--- config.mk ---
export PLATFORM = sky130hd
export DESIGN_NAME = csrgb16_div
export DESIGN_NICKNAME = d
export VERILOG_FILES = /design/src/sv/csrgb16_pkg.sv /design/src/sv/csrgb16_div.sv
export SDC_FILE = /design/constraint.sdc
export NUM_CORES = 2
export LEC_CHECK = 0
export ABC_AREA = 1
export BUFFER_PORTS_ARGS = -buffer_cell sky130_fd_sc_hd__clkbuf_2
export CAP_MARGIN = 10
export CORE_MARGIN = 5
export CORE_UTILIZATION = 30
export DETAILED_ROUTE_END_ITERATION = 6
export PLACE_DENSITY = 0.57
export SETUP_SLACK_MARGIN = 0.05
export SLEW_MARGIN = 20
export SYNTH_ARGS = -nofsm -noshare
export SYNTH_HDL_FRONTEND = slang
export SYNTH_SLANG_ARGS = --single-unit
--- constraint.sdc ---
create_clock -name i_clk -period 5.7 [get_ports i_clk]
set_input_delay 0.57 -clock i_clk [delete_from_list [all_inputs] [get_ports i_clk]]
set_output_delay 0.57 -clock i_clk [all_outputs]
set_load 0.03 [all_outputs]
--- src/sv/csrgb16_pkg.sv ---
// ----------------------------------------------------------------------------
// csrgb16_pkg
// Shared types and constants of the color space to 16-bit RGB converter.
// ----------------------------------------------------------------------------
package csrgb16_pkg;

    // source space codes
    localparam logic [2:0] OP_HSV  = 3'd0;
    localparam logic [2:0] OP_HSL  = 3'd1;
    localparam logic [2:0] OP_CMYK = 3'd2;
    localparam logic [2:0] OP_HALF = 3'd3;

    localparam logic [15:0] UNORM_MAX = 16'hFFFF;
    localparam logic [15:0] HUE_GREY  = 16'hFFFF;
    localparam int unsigned SIXTH     = 6000;
    localparam int unsigned TURN      = 36000;

    // rounding offset: half of 6000 * 65535
    localparam logic [45:0] HALF_DEN    = 46'd196605000;
    // ceil(2^42 / 6000), exact for quotients below 2^29
    localparam logic [29:0] RECIP_SIXTH = 30'd733007752;

    // register stages from input to output
    localparam int unsigned STAGES = 8;

    typedef enum logic [1:0] {
        SEL_CALC,
        SEL_CALC_HSL,
        SEL_FIXED
    } t_sel;

    // per-pixel side data traveling beside the arithmetic
    typedef struct packed {
        t_sel        sel;
        logic [15:0] red;
        logic [15:0] green;
        logic [15:0] blue;
        logic [15:0] alpha;
        logic        bad;
    } t_side;

    typedef struct packed {
        logic s1;
        logic s2;
        logic s3;
    } t_prep_ld;

    typedef struct packed {
        logic s4;
        logic s5;
        logic s6;
        logic s7;
    } t_div_ld;

endpackage

--- src/sv/csrgb16_div.sv ---
// ----------------------------------------------------------------------------
// csrgb16_div
// Stages 4 to 7 of one channel: round((A * 6000 - B * w) / (6000 * 65535)).
// Division by 65535 folds the high half onto the low half; division by 6000
// is a reciprocal multiply.
// ----------------------------------------------------------------------------
module csrgb16_div
    import csrgb16_pkg::*;
(
    input  logic        i_clk,
    input  t_div_ld     i_ld,
    input  logic [31:0] i_a,
    input  logic [31:0] i_b,
    input  logic [12:0] i_w,
    output logic [15:0] o_q
);

    // stage 4: products
    logic [44:0] r4_m, r4_p;

    always_ff @(posedge i_clk) begin
        if (i_ld.s4) begin
            r4_m <= 45'(i_a * 13'(SIXTH));
            r4_p <= 45'(i_b * i_w);
        end
    end

    // stage 5: numerator plus rounding offset
    logic [45:0] r5_x;

    always_ff @(posedge i_clk) begin
        if (i_ld.s5) begin
            r5_x <= {1'b0, r4_m} - {1'b0, r4_p} + HALF_DEN;
        end
    end

    // stage 6: floor divide by 65535
    logic [30:0] r1_sum;
    logic [14:0] hi2;
    logic [16:0] r2_sum;
    logic [30:0] q65;
    logic [28:0] r6_q;

    always_comb begin
        r1_sum = {1'b0, r5_x[45:16]} + {15'd0, r5_x[15:0]};
        hi2    = r1_sum[30:16];
        r2_sum = {1'b0, r1_sum[15:0]} + {2'd0, hi2};
        q65    = {1'b0, r5_x[45:16]} + {16'd0, hi2}
                 + ((r2_sum >= 17'(UNORM_MAX)) ? 31'd1 : 31'd0);
    end

    always_ff @(posedge i_clk) begin
        if (i_ld.s6) begin
            r6_q <= q65[28:0];
        end
    end

    // stage 7: divide by 6000
    logic [58:0] prod;

    assign prod = r6_q * RECIP_SIXTH;

    always_ff @(posedge i_clk) begin
        if (i_ld.s7) begin
            o_q <= prod[57:42];
        end
    end

endmodule

==> summary.md <==
| Metric | Value |
|---|---|
| Nets@finish | 7,574 |
| FF-to-FF setup slack | ~40 ps |
| Final cell count without fillers | 8,117 |
| Hold EP | r4_m[4] |
| Number of enable flip-flop cells after synthesis | 177 |
| DR iter-0 viols | 2,134 |
| Syn Inst Count | around 5,600 |
| RSZ-0062 raised after global routing | true |
| Post-synthesis sequential area ratio | around 11% |
| Post-route clock period utilization | 99.3% |
| Ys async rst share | 0% |
| Final critical-path required period | 5660 ps |
| Largest net degree at the start of global routing | 60 |
| Commonest cells after routing, fill and taps aside | inv_1, nand2_1, fa_1 |
| Final core occ | a little over a third |
| # rows | ~140 |
| Detailed Routing Iterations Pass 1 | 7 |
| Failing checks | DRC |
| Crit Reg-Reg Endpoint | o_q[9] |
| DP Worst Slack | -182 ps |
| Hold_ws | between 300 and 400 ps |
| Worst stage delay on the critical path | 620 ps |
| Worst Path Arrival | 5920 ps |
| Post-DP HPWL | 125,000 um |
| Vias in the first global route | 39,800 |
| Per-cell routed wire length | 17.3 um |
| Placed cell count | 8,050 |
| Clock transition at path regs | 80 ps |
| P&R area growth vs syn | 16.9% |
| First-pass GRT wire length | 223,000 um |
| Setup-failing EPs final | 0 |
| Antenna violations before repair | 8 |
| TritonCTS Buffers | 17 |
| Die width | 405 um |
| Total Routing Usage GR | 17.3% |
| Starting Density | 30.2% |
| Crit Path Class | reg -> reg |
| Syn Area/Cell | 8.33 um^2 |
| Count of different cell masters after synthesis | 42 |
| Residual DRC | 8 |
| Die height | 405 um |
| Bufs and invs on worst path | 5 |
| Crit start category | flop |
| Root Driver | clkbuf_16 |
| FF+latch count, synth | 177 |
| I/O pins | 98 |
| Worst-case clock buffer depth | 2 |
| CP endpoint kind | flop |
| Fmax achieved | 177 MHz |
| Worst R2R Path Depth | 21 |
| Worst path slowest cell | fa_1 |
| Port buffer count | 97 |
| Vias post-DR | 37,300 |
| DR vias/cell | ~4.6 |
| H-tree Lvls | 4 |
| Clock Skew | 24.0 ps |
| Worst min path class | in -> reg |
| Run status | complete, but fails checks |
| Post-route ant nets | 0 |
| CTS tree | yes |
| HP Start | i_a[0] |
| Number of max-cap violations | 0 |
| Ys Warns | 0 |
| R2r startpoint | r6_q[12] |
| Top_reg_cell synth | edfxtp_1 |
| Most used cell, CP | fa_1 |
| Synthesized cell area | 46,800 um^2 |
| CP max FO | 6 |
| Final setup margin | 39.3 ps |
| Routed wire length | 140,000 um |
| Hold Fails Final Rpt | 0 |
| Skew-Pair Late Insertion Delay | 510 ps |
| Core area | around 150,000 um^2 |
| Layout cell share with drive strength beyond 1 | 13.3% |
| CTS sink count | 177 |
| Slew HR | 31.2% |
| Min-Delay Path Depth | 1 |
| Critical Path RT | 5960 ps |
| Full die area | 164,000 um^2 |
| Net Count, Synth | approximately 7,000 |
| Slew @ Worst Pin | 1030 ps |
| Commonest non-fill, non-tap cell in the layout | inv_1 |
| Routability Congestion | 0.974 |
| Largest delay share family, worst path | adder cells |
| CP cell instances | buf_4 > buf_4 > fa_1 > fa_1 > ha_1 > fa_1 > inv_1 > fa_1 > inv_1 > fa_1 > fa_1 > ha_4 > nand2_1 > o21ai_1 > nand2_1 > and2_4 > nor2_2 > o21bai_1 > buf_4 > nand4_1 > nand2_1 |
| Overflow after GRT | 0 |
| Pins Over Slew Limit | 0 |
==> kinds of logic (layout without fill, tap and decap cells) <==
| logic type | Yosys count | count (layout) | share of synthesized area (%) |
|---|---|---|---|
| buffers and inverters | 1499 | 1955 | 12.0 |
| DFF | 177 | 177 | 11.4 |
| other | 0 | 1 | 0 |
| adders and majority gates | 1432 | 1432 | 51.3 |
| xor gates and xnor gates | 164 | 164 | 3.07 |
| AOI/OAI and AO/OA | 531 | 531 | 6.44 |
| and+or+nand+nor | 1813 | 1813 | 15.8 |
==> cells in the mapped netlist, types with 8 or more instances <==
master	number	area, um^2
clkbuf_1	71	267
nor2_1	391	1470
nand3_1	159	796
xor2_1	116	1020
a21o_1	30	225
ha_1	623	7790
nor3_1	39	195
fa_1	809	16200
nand4_1	38	238
o21bai_1	34	255
a21boi_0	9	67.6
nand2_2	13	81.3
xnor2_1	48	420
o21ai_0	141	706
o21ai_2	8	70.1
a31oi_1	34	213
a21oi_1	242	1210
inv_1	1422	5340
o21ai_1	8	40.0
nand2_1	1127	4230
edfxtp_1	177	5320
nand3b_1	8	60.1
==> per-layer routing <==
layer / wire [um] / GRT usage, % / up-vias
met5: 80 / 0 / -
met4: 2570 / 3.05 / 10
met3: 5700 / 2.13 / 139
met2: 69600 / 30.5 / 726
met1: 62400 / 23.1 / 18400
li1: - / - / 18100
==> per-stage QoR <==
stage | setup TNS (ps) | instance area, um^2
floorplan | 0 | 46800
global placement | -1580 | 52600
detailed placement | -2380 | 52600
CTS | 0 | 53500
global route | -2720 | 54600
finish | 0 | 54600
==> final cells by class <==
cell class	instances	area, um^2
Antenna cell	1	2.50
Clock buffer	18	429
Clock inverter	13	153
Fill cell	16200	99900
Inverter	1427	5360
Multi-Input combinational cell	3940	37000
Sequential cell	177	5320
Tap cell	2044	2560
Timing Repair Buffer	497	3840
==> how the worst max path moves through the flow <==
stage	start	to	slack, ps	cells after the start
after CTS	r6_q[16]	o_q[5]	10	23
final	r6_q[12]	o_q[9]	40	21
after detailed placement	r5_x[16]	r6_q[26]	-180	37
after global placement	r6_q[16]	o_q[5]	-150	20
after global routing	r6_q[14]	o_q[8]	-180	21
after floorplan	r6_q[24]	o_q[14]	330	20
==> flip-flops by register name (all words and copies together) (netlist names) <==
register,flops
r5_x,46
o_q,16
r4_m,41
r6_q,29
r4_p,45
==> worst reg2reg max path: stages, from the launching register on <==
cell and delay, ps:
edfxtp_1 360, buf_4 180, buf_4 170, fa_1 400
fa_1 620, ha_1 280, fa_1 520, inv_1 60
fa_1 520, inv_1 50, fa_1 490, fa_1 470
ha_4 330, nand2_1 110, o21ai_1 230, nand2_1 70
and2_4 160, nor2_2 70, o21bai_1 90, buf_4 130
nand4_1 60, nand2_1 60
==> timing repair <==
item	CTS	global route
buffers inserted	11	25
pin swaps	18	84
resized for setup	74	221
setup endpoints to repair	25	40
hold buffers	0	0
Power is left out: the tool's default activity adds up to more than one toggle a clock period on the data nets, which glitch-free logic cannot reach.
