<file path="src/sv/csrgb16_pkg.sv">
// ----------------------------------------------------------------------------
// csrgb16_pkg
// Shared types and constants of the color space to 16-bit RGB converter.
// ----------------------------------------------------------------------------
package csrgb16_pkg;

    // source space codes
    localparam logic [2:0] OP_HSV  = 3'd0;
    localparam logic [2:0] OP_HSL  = 3'd1;
    localparam logic [2:0] OP_CMYK = 3'd2;
    localparam logic [2:0] OP_HALF = 3'd3;

    localparam logic [15:0] UNORM_MAX = 16'hFFFF;
    localparam logic [15:0] HUE_GREY  = 16'hFFFF;
    localparam int unsigned SIXTH     = 6000;
    localparam int unsigned TURN      = 36000;

    // rounding offset: half of 6000 * 65535
    localparam logic [45:0] HALF_DEN    = 46'd196605000;
    // ceil(2^42 / 6000), exact for quotients below 2^29
    localparam logic [29:0] RECIP_SIXTH = 30'd733007752;

    // register stages from input to output
    localparam int unsigned STAGES = 8;

    typedef enum logic [1:0] {
        SEL_CALC,
        SEL_CALC_HSL,
        SEL_FIXED
    } t_sel;

    // per-pixel side data traveling beside the arithmetic
    typedef struct packed {
        t_sel        sel;
        logic [15:0] red;
        logic [15:0] green;
        logic [15:0] blue;
        logic [15:0] alpha;
        logic        bad;
    } t_side;

    typedef struct packed {
        logic s1;
        logic s2;
        logic s3;
    } t_prep_ld;

    typedef struct packed {
        logic s4;
        logic s5;
        logic s6;
        logic s7;
    } t_div_ld;

endpackage

</file>
<file path="src/sv/csrgb16_prep.sv">
// ----------------------------------------------------------------------------
// csrgb16_prep
// Stages 1 to 3: decode, hue sectors, products, and per-channel terms A, B, w.
// Each channel value is later round((A * 6000 - B * w) / (6000 * 65535)).
// ----------------------------------------------------------------------------
module csrgb16_prep
    import csrgb16_pkg::*;
(
    input  logic        i_clk,
    input  t_prep_ld    i_ld,
    input  logic [2:0]  i_operation,
    input  logic [15:0] i_alpha_in,
    input  logic [15:0] i_chan_a,
    input  logic [15:0] i_chan_b,
    input  logic [15:0] i_chan_c,
    input  logic [15:0] i_chan_d,
    output logic [31:0] o_a_red,
    output logic [31:0] o_a_green,
    output logic [31:0] o_a_blue,
    output logic [31:0] o_b,
    output logic [12:0] o_w_red,
    output logic [12:0] o_w_green,
    output logic [12:0] o_w_blue,
    output t_side       o_side
);

    typedef enum logic [1:0] {
        MODE_HSV,
        MODE_HSL,
        MODE_CMYK,
        MODE_OTHER
    } t_mode;

    localparam logic [12:0] W_FULL = 13'(SIXTH);

    // half float to unorm16 with saturation, NaN and negatives to zero
    function automatic logic [15:0] half_to_u16(input logic [15:0] h);
        logic [4:0]  ex;
        logic [9:0]  man;
        logic [10:0] full;
        logic [4:0]  sh;
        logic [27:0] sum;
        logic [27:0] res;
        ex  = h[14:10];
        man = h[9:0];
        if (ex == 5'd0) begin
            full = {1'b0, man};
            sh   = 5'd24;
        end else begin
            full = {1'b1, man};
            sh   = 5'd25 - ex;
        end
        sum = ({1'b0, full, 16'd0} - {17'd0, full}) + (28'd1 << (sh - 5'd1));
        res = sum >> sh;
        if (ex == 5'h1F) begin
            half_to_u16 = (man != 10'd0 || h[15]) ? 16'd0 : UNORM_MAX;
        end else if (h[15]) begin
            half_to_u16 = 16'd0;
        end else if (ex > 5'd15 || (ex == 5'd15 && man != 10'd0)) begin
            half_to_u16 = UNORM_MAX;
        end else begin
            half_to_u16 = res[15:0];
        end
    endfunction

    // HSL weight, expressed as 6000 minus the ramp position
    function automatic logic [12:0] hsl_w(input logic [15:0] t3);
        logic [15:0] d;
        d = 16'd0;
        if (t3 < 16'd6000) begin
            d = 16'(SIXTH) - t3;
        end else if (t3 < 16'd18000) begin
            d = 16'd0;
        end else if (t3 < 16'd24000) begin
            d = t3 - 16'd18000;
        end else begin
            d = 16'(SIXTH);
        end
        hsl_w = d[12:0];
    endfunction

    // ---------------- stage 1: decode ----------------
    logic [15:0] hue2, base, tr_sum, tr, tb;
    logic [2:0]  sec;
    logic        is_hsx, bad, grey;
    t_mode       mode;
    t_side       side;

    always_comb begin
        is_hsx = (i_operation == OP_HSV) || (i_operation == OP_HSL);
        bad    = is_hsx && (i_chan_a > 16'(TURN)) && (i_chan_a != HUE_GREY);
        grey   = (i_chan_b == 16'd0) || (i_chan_a == HUE_GREY);
        hue2   = (i_chan_a == 16'(TURN)) ? 16'd0 : i_chan_a;

        sec  = 3'd0;
        base = 16'd0;
        for (int k = 1; k < 6; k++) begin
            if (hue2 >= 16'(k * SIXTH)) begin
                sec  = 3'(k);
                base = 16'(k * SIXTH);
            end
        end

        tr_sum = hue2 + 16'd12000;
        tr     = (tr_sum > 16'(TURN)) ? tr_sum - 16'(TURN) : tr_sum;
        tb     = (hue2 < 16'd12000) ? hue2 + 16'd24000 : hue2 - 16'd12000;

        side.sel   = SEL_FIXED;
        side.red   = i_chan_a;
        side.green = i_chan_b;
        side.blue  = i_chan_c;
        side.alpha = i_alpha_in;
        side.bad   = bad;
        mode       = MODE_OTHER;
        case (i_operation)
            OP_HSV, OP_HSL: begin
                mode = (i_operation == OP_HSV) ? MODE_HSV : MODE_HSL;
                if (grey) begin
                    side.red   = i_chan_c;
                    side.green = i_chan_c;
                    side.blue  = i_chan_c;
                end else if (bad || (i_operation == OP_HSL && i_chan_c == 16'd0)) begin
                    side.red   = 16'd0;
                    side.green = 16'd0;
                    side.blue  = 16'd0;
                end else begin
                    side.sel = (i_operation == OP_HSV) ? SEL_CALC : SEL_CALC_HSL;
                end
            end
            OP_CMYK: begin
                mode     = MODE_CMYK;
                side.sel = SEL_CALC;
            end
            OP_HALF: begin
                side.red   = half_to_u16(i_chan_a);
                side.green = half_to_u16(i_chan_b);
                side.blue  = half_to_u16(i_chan_c);
                side.alpha = half_to_u16(i_alpha_in);
            end
            default: ;
        endcase
    end

    t_mode       r1_mode;
    logic [15:0] r1_a, r1_b, r1_c, r1_d, r1_hue, r1_tr, r1_tb;
    logic [2:0]  r1_sec;
    logic [12:0] r1_fr;
    t_side       r1_side;
    logic [15:0] fr_full;

    assign fr_full = hue2 - base;

    always_ff @(posedge i_clk) begin
        if (i_ld.s1) begin
            r1_mode <= mode;
            r1_a    <= i_chan_a;
            r1_b    <= i_chan_b;
            r1_c    <= i_chan_c;
            r1_d    <= i_chan_d;
            r1_hue  <= hue2;
            r1_tr   <= tr;
            r1_tb   <= tb;
            r1_sec  <= sec;
            r1_fr   <= fr_full[12:0];
            r1_side <= side;
        end
    end

    // ---------------- stage 2: weights and products ----------------
    logic [12:0] wq, wt, n_w_r, n_w_g, n_w_b;
    logic [15:0] kk;

    always_comb begin
        wq = r1_fr;
        wt = W_FULL - r1_fr;
        n_w_r = 13'd0;
        n_w_g = 13'd0;
        n_w_b = 13'd0;
        case (r1_mode)
            MODE_HSV: begin
                // value 0, p full, q fr, t 6000 - fr
                case (r1_sec)
                    3'd0: begin n_w_r = 13'd0;  n_w_g = wt;     n_w_b = W_FULL; end
                    3'd1: begin n_w_r = wq;     n_w_g = 13'd0;  n_w_b = W_FULL; end
                    3'd2: begin n_w_r = W_FULL; n_w_g = 13'd0;  n_w_b = wt;     end
                    3'd3: begin n_w_r = W_FULL; n_w_g = wq;     n_w_b = 13'd0;  end
                    3'd4: begin n_w_r = wt;     n_w_g = W_FULL; n_w_b = 13'd0;  end
                    default: begin n_w_r = 13'd0; n_w_g = W_FULL; n_w_b = wq;  end
                endcase
            end
            MODE_HSL: begin
                n_w_r = hsl_w(r1_tr);
                n_w_g = hsl_w(r1_hue);
                n_w_b = hsl_w(r1_tb);
            end
            default: ;
        endcase
        kk = UNORM_MAX - r1_d;
    end

    t_mode       r2_mode;
    logic [15:0] r2_l, r2_s;
    logic [31:0] r2_ls, r2_pc, r2_pm, r2_py;
    logic [12:0] r2_w_r, r2_w_g, r2_w_b;
    t_side       r2_side;

    always_ff @(posedge i_clk) begin
        if (i_ld.s2) begin
            r2_mode <= r1_mode;
            r2_l    <= r1_c;
            r2_s    <= r1_b;
            r2_ls   <= r1_c * r1_b;
            r2_pc   <= (UNORM_MAX - r1_a) * kk;
            r2_pm   <= (UNORM_MAX - r1_b) * kk;
            r2_py   <= (UNORM_MAX - r1_c) * kk;
            r2_w_r  <= n_w_r;
            r2_w_g  <= n_w_g;
            r2_w_b  <= n_w_b;
            r2_side <= r1_side;
        end
    end

    // ---------------- stage 3: A and B terms ----------------
    logic [32:0] l_un, s_un, s_rest, hsl_a;
    logic [31:0] n_a_r, n_a_g, n_a_b, n_bb;

    always_comb begin
        l_un   = {1'b0, r2_l, 16'd0} - {17'd0, r2_l};
        s_un   = {1'b0, r2_s, 16'd0} - {17'd0, r2_s};
        s_rest = s_un - {1'b0, r2_ls};
        hsl_a  = l_un + (r2_l[15] ? s_rest : {1'b0, r2_ls});
        n_a_r  = 32'd0;
        n_a_g  = 32'd0;
        n_a_b  = 32'd0;
        n_bb   = 32'd0;
        case (r2_mode)
            MODE_HSV: begin
                n_a_r = l_un[31:0];
                n_a_g = l_un[31:0];
                n_a_b = l_un[31:0];
                n_bb  = r2_ls;
            end
            MODE_HSL: begin
                // temp2 - temp1 is twice the offset above the lightness
                n_a_r = hsl_a[31:0];
                n_a_g = hsl_a[31:0];
                n_a_b = hsl_a[31:0];
                n_bb  = r2_l[15] ? {s_rest[30:0], 1'b0} : {r2_ls[30:0], 1'b0};
            end
            MODE_CMYK: begin
                n_a_r = r2_pc;
                n_a_g = r2_pm;
                n_a_b = r2_py;
            end
            default: ;
        endcase
    end

    always_ff @(posedge i_clk) begin
        if (i_ld.s3) begin
            o_a_red   <= n_a_r;
            o_a_green <= n_a_g;
            o_a_blue  <= n_a_b;
            o_b       <= n_bb;
            o_w_red   <= r2_w_r;
            o_w_green <= r2_w_g;
            o_w_blue  <= r2_w_b;
            o_side    <= r2_side;
        end
    end

endmodule

</file>
<file path="config.mk">
export PLATFORM = sky130hd
export DESIGN_NAME = csrgb16_prep
export DESIGN_NICKNAME = d
export VERILOG_FILES = /design/src/sv/csrgb16_pkg.sv /design/src/sv/csrgb16_prep.sv
export SDC_FILE = /design/constraint.sdc
export NUM_CORES = 2
export LEC_CHECK = 0
export ABC_CLOCK_PERIOD_IN_PS = 9500
export BUFFER_PORTS_ARGS = -buffer_cell sky130_fd_sc_hd__buf_2
export CAP_MARGIN = 20
export CORE_AREA = 8 8 518 520
export DETAILED_ROUTE_END_ITERATION = 7
export DIE_AREA = 0 0 526 528
export HOLD_SLACK_MARGIN = 0.12
export PLACE_DENSITY = 0.53
export SYNTH_ARGS = -nofsm -noshare
export SYNTH_HDL_FRONTEND = slang
export SYNTH_SLANG_ARGS = --single-unit
</file>
<file path="constraint.sdc">
create_clock -name i_clk -period 9.5 [get_ports i_clk]
set_input_delay 1.9 -clock i_clk [delete_from_list [all_inputs] [get_ports i_clk]]
set_output_delay 1.9 -clock i_clk [all_outputs]
set_load 0.05 [all_outputs]
</file>
==> flow_metrics.py <==
metrics = {
    "clock_network": {
        "post_cts.resized_instances": 0,
        "worst_skew_pair.late_latency_ns": 0.74,
        "clock_pin_slew_reported_for_the_worst_setup_and_hold_paths_after_clock_tree_synthesis_ns": 0.07,
        "ctsHoldBuffers": 0,
        "cts_tree": "yes",
        "cts_made_buffers": 84,
        "cts_setup_buffers": 0,
        "clock-root-buffer": "clkbuf_16",
        "max_root_sink_buffers": 3,
        "cts.sinks": 685,
        "htreeDepth": 3,
    },
    "timing": {
        "skew_ns": 0.0475,
        "timing.final.max_slew_violations": 0,
        "layout_worst_path_cycle_share_pct": 82.7,
        "max_slew.worst_pin.slew_ns": 1.15,
        "finalSetupTns_ns": 0,
        "fin_crit_ns": 7.86,
        "setup_violations": 0,
        "hold_viol_final": 0,
        "timing.slew.headroom_pct": 23.1,
        "fmax_ghz": 0.127,
        "rsz_0062_raised_after_global_routing": "no",
    },
    "finish": {
        "nNetsFinal": 10500,
        "fillCellCount": 26800,
        "area_growth_syn_to_layout_pct": 10.8,
        "final_cell_area_um2": 88800,
        "fin_cells": 12300,
        "share_of_the_core_filled_with_cells_in_the_final_layout_pct": 34.1,
        "drive_above_1_share_pct": 13.3,
    },
    "setup_path": {
        "cp_common_cell": "fa_1",
        "end_kind": "flop",
        "data_arrival_time_of_the_worst_path_ns": 8.30,
        "worstPathMaxFanout": 29,
        "start_kind": "flop",
        "category_of_the_critical_setup_timing_path": "flop to flop",
        "critPathRequiredTime_ns": 9.94,
        "cpMaxStageDelayCell": "edfxtp_1",
        "timing.reg2reg.worst_path_depth": 23,
        "critical_path.max_stage_delay_ns": 1.11,
        "list_of_cells_traversed_by_the_critical_path": "buf_4 -> nor2_1 -> fa_1 -> inv_1 -> fa_1 -> inv_1 -> ha_1 -> fa_1 -> inv_1 -> fa_1 -> fa_1 -> inv_1 -> ha_1 -> o21ai_0 -> o21ai_0 -> nand3_1 -> a31oi_1 -> nand4_1 -> nand2_1 -> o211ai_1 -> o21bai_1 -> a21oi_1 -> xnor2_1",
    },
    "detailed_routing": {
        "detailedRoute.firstIterationViolations": 5375,
        "drt-total-wl_um": 280000,
        "drtPass1Iterations": 6,
        "num_vias": 64500,
        "ant_nets": 0,
        "route.detailed.wl_per_inst_um": 22.7,
        "drc_markers": 0,
        "vias_per_cell": 5.23,
    },
    "synth": {
        "synthArstFlopShare_pct": 0,
        "avgSynthCellArea_um2": 9.24,
        "synth_edf_count": 685,
        "synth.cell_area_um2": 80100,
        "synth_top_cells_by_count": "inv_1, nor2_1, fa_1",
        "synthFlopType": "edfxtp_1",
        "syn_nets": 10300,
        "ys.warnings.count": 0,
        "post-synth-top-area-fraction_pct": 25.7,
        "post-synth-top-count-cell": "inv_1",
        "synth.lib_cells_used.distinct": 115,
        "seq_area_frac_synth_pct": 25.7,
        "yosysTopAreaCell": "edfxtp_1",
        "syn-instance-count": 8665,
        "synth_seq_cells": 685,
        "leading_post_synthesis_cells_by_cell_area": "edfxtp_1, fa_1, ha_1",
    },
    "place": {
        "placement.cell_area_um2": 85900,
        "io_buffers": 320,
        "dp_hpwl_um": 217000,
        "finalWeightedCongestion": 0.904,
        "post-place-cells": 12200,
    },
    "global_route": {
        "overall_global_routing_usage_pct": 19.6,
        "maximum_number_of_pins_on_one_net_before_global_route_repair": 98,
        "grt_pass1_wl_um": 421000,
        "grt_pass1_vias": 65700,
        "globalRoute.totalOverflow": 0,
        "grt_antenna_before_repair": 25,
    },
    "floorplan": {
        "io_pins": 321,
        "fp.coreArea_um2": 261000,
        "dieWidth_um": 526,
        "initial_utilization_pct": 30.7,
        "die_height_um": 528,
        "dieArea_um2": 278000,
        "num_rows": 188,
    },
    "worst_hold_path": {
        "hold_path_depth": 0,
        "min_path_type": "flop to flop",
    },
    "pwr": {
        "cellPowerDensity_nw_per_um2": 403,
        "peakVddDrop_mv": 0.656,
        "final_total_pwr_w": 0.0357,
        "cellLeakagePower_nw": 40.4,
    },
    "status": {
        "run_status": "finished, final reports clean",
    },
    "run": {
        "max-cap-violations": 0,
    },
}
[final cells by class]
| type | instances | area, µm² | area share [%] |
|---|---|---|---|
| multi-input combinational | 6267 | 53100 | 59.8 |
| sequential | 685 | 20600 | 23.2 |
| inverter | 1283 | 4820 | 5.43 |
| tap | 3420 | 4280 | 4.82 |
| timing repair buffer | 512 | 3140 | 3.54 |
| clock buffer | 92 | 2150 | 2.43 |
| clock inverter | 61 | 681 | 0.767 |
| antenna | 13 | 32.5 | 0.0366 |
[cells in the final DEF (no fill, tap or decap), drive strengths merged, types with 46 or more instances in the layout]
master / count
and3: 49
nor2: 817
a211oi: 82
clkbuf: 93
xor2: 98
and2: 143
inv: 1296
a21oi: 433
nor3: 137
mux2i: 94
o21ai: 312
fa: 786
o21a: 61
buf: 511
nand3: 100
o22ai: 47
a31oi: 62
a221oi: 46
nand2: 674
nand2b: 50
a21o: 187
ha: 758
edfxtp: 685
xnor2: 229
or2: 430
o211ai: 58
[metal layers]
layer / wire length (µm) / GRT usage [%] / part of all wire, %
met1: 129000 / 27.6 / 46
met2: 124000 / 30.8 / 44
met3: 17300 / 3.03 / 6.2
met4: 10000 / 6.41 / 3.6
met5: 26 / 0 / 0.0093
[sequential cells by signal, summed over array words and instances (netlist names), 32 cells and up]
name       count
r2_py         32
r2_side       67
r2_ls         32
o_side        67
o_a_red       32
r2_pc         32
r2_pm         32
o_b           32
o_a_green     32
o_a_blue      32
r1_side       67
[power breakdown]
part | leakage (nW) | switching [W] | internal, W | total, W
sequential | 6.79 | 0.000450 | 0.00523 | 0.00568
clock | 1.37 | 0.00144 | 0.00192 | 0.00335
combinational | 32.2 | 0.0164 | 0.0103 | 0.0267
[metrics by stage]
step           setup WS [ns]  hold slack (ns)
6_report                1.64            0.406
3_3_place_gp            1.21            0.403
4_1_cts                 1.74            0.398
2_1_floorplan           1.68            0.400
5_1_grt                 1.16            0.419
3_5_place_dp            1.22            0.405
[logic make-up (layout without fill, tap and decap cells)]
| family | count (synthesis) | in the layout | synth area share, % |
|---|---|---|---|
| XOR/XNOR | 327 | 327 | 3.62 |
| AND/OR/NAND/NOR | 2588 | 2588 | 15.4 |
| buffers and inverters | 1713 | 1948 | 8.08 |
| other | 0 | 13 | 0 |
| multiplexers | 138 | 138 | 1.85 |
| AO/OA/AOI/OAI | 1670 | 1670 | 13.8 |
| flip-flops | 685 | 685 | 25.7 |
| adder cells (fa/ha/maj) | 1544 | 1544 | 31.5 |
[worst max-delay path, delay by kind of cell (launching register included)]
| family | cells | cell delay (ns) |
|---|---|---|
| DFF | 1 | 1.11 |
| adders and majority gates | 7 | 3.03 |
| and+or+nand+nor | 4 | 0.74 |
| buffers and inverters | 5 | 0.72 |
| xor gates and xnor gates | 1 | 0.46 |
| AOI/OAI and AO/OA | 6 | 1.48 |
[path summary, 6_finish.rpt]
kind / startpoint / endpoint / slack, ns
max: r1_d[2] / r2_pm[31] / 1.64
min: r2_side[9] / o_side[9] / 0.41
max reg2reg: r1_d[2] / r2_pm[31] / 1.64
min reg2reg: r2_side[9] / o_side[9] / 0.41
Note: power is estimated with default switching activity, not from simulation.
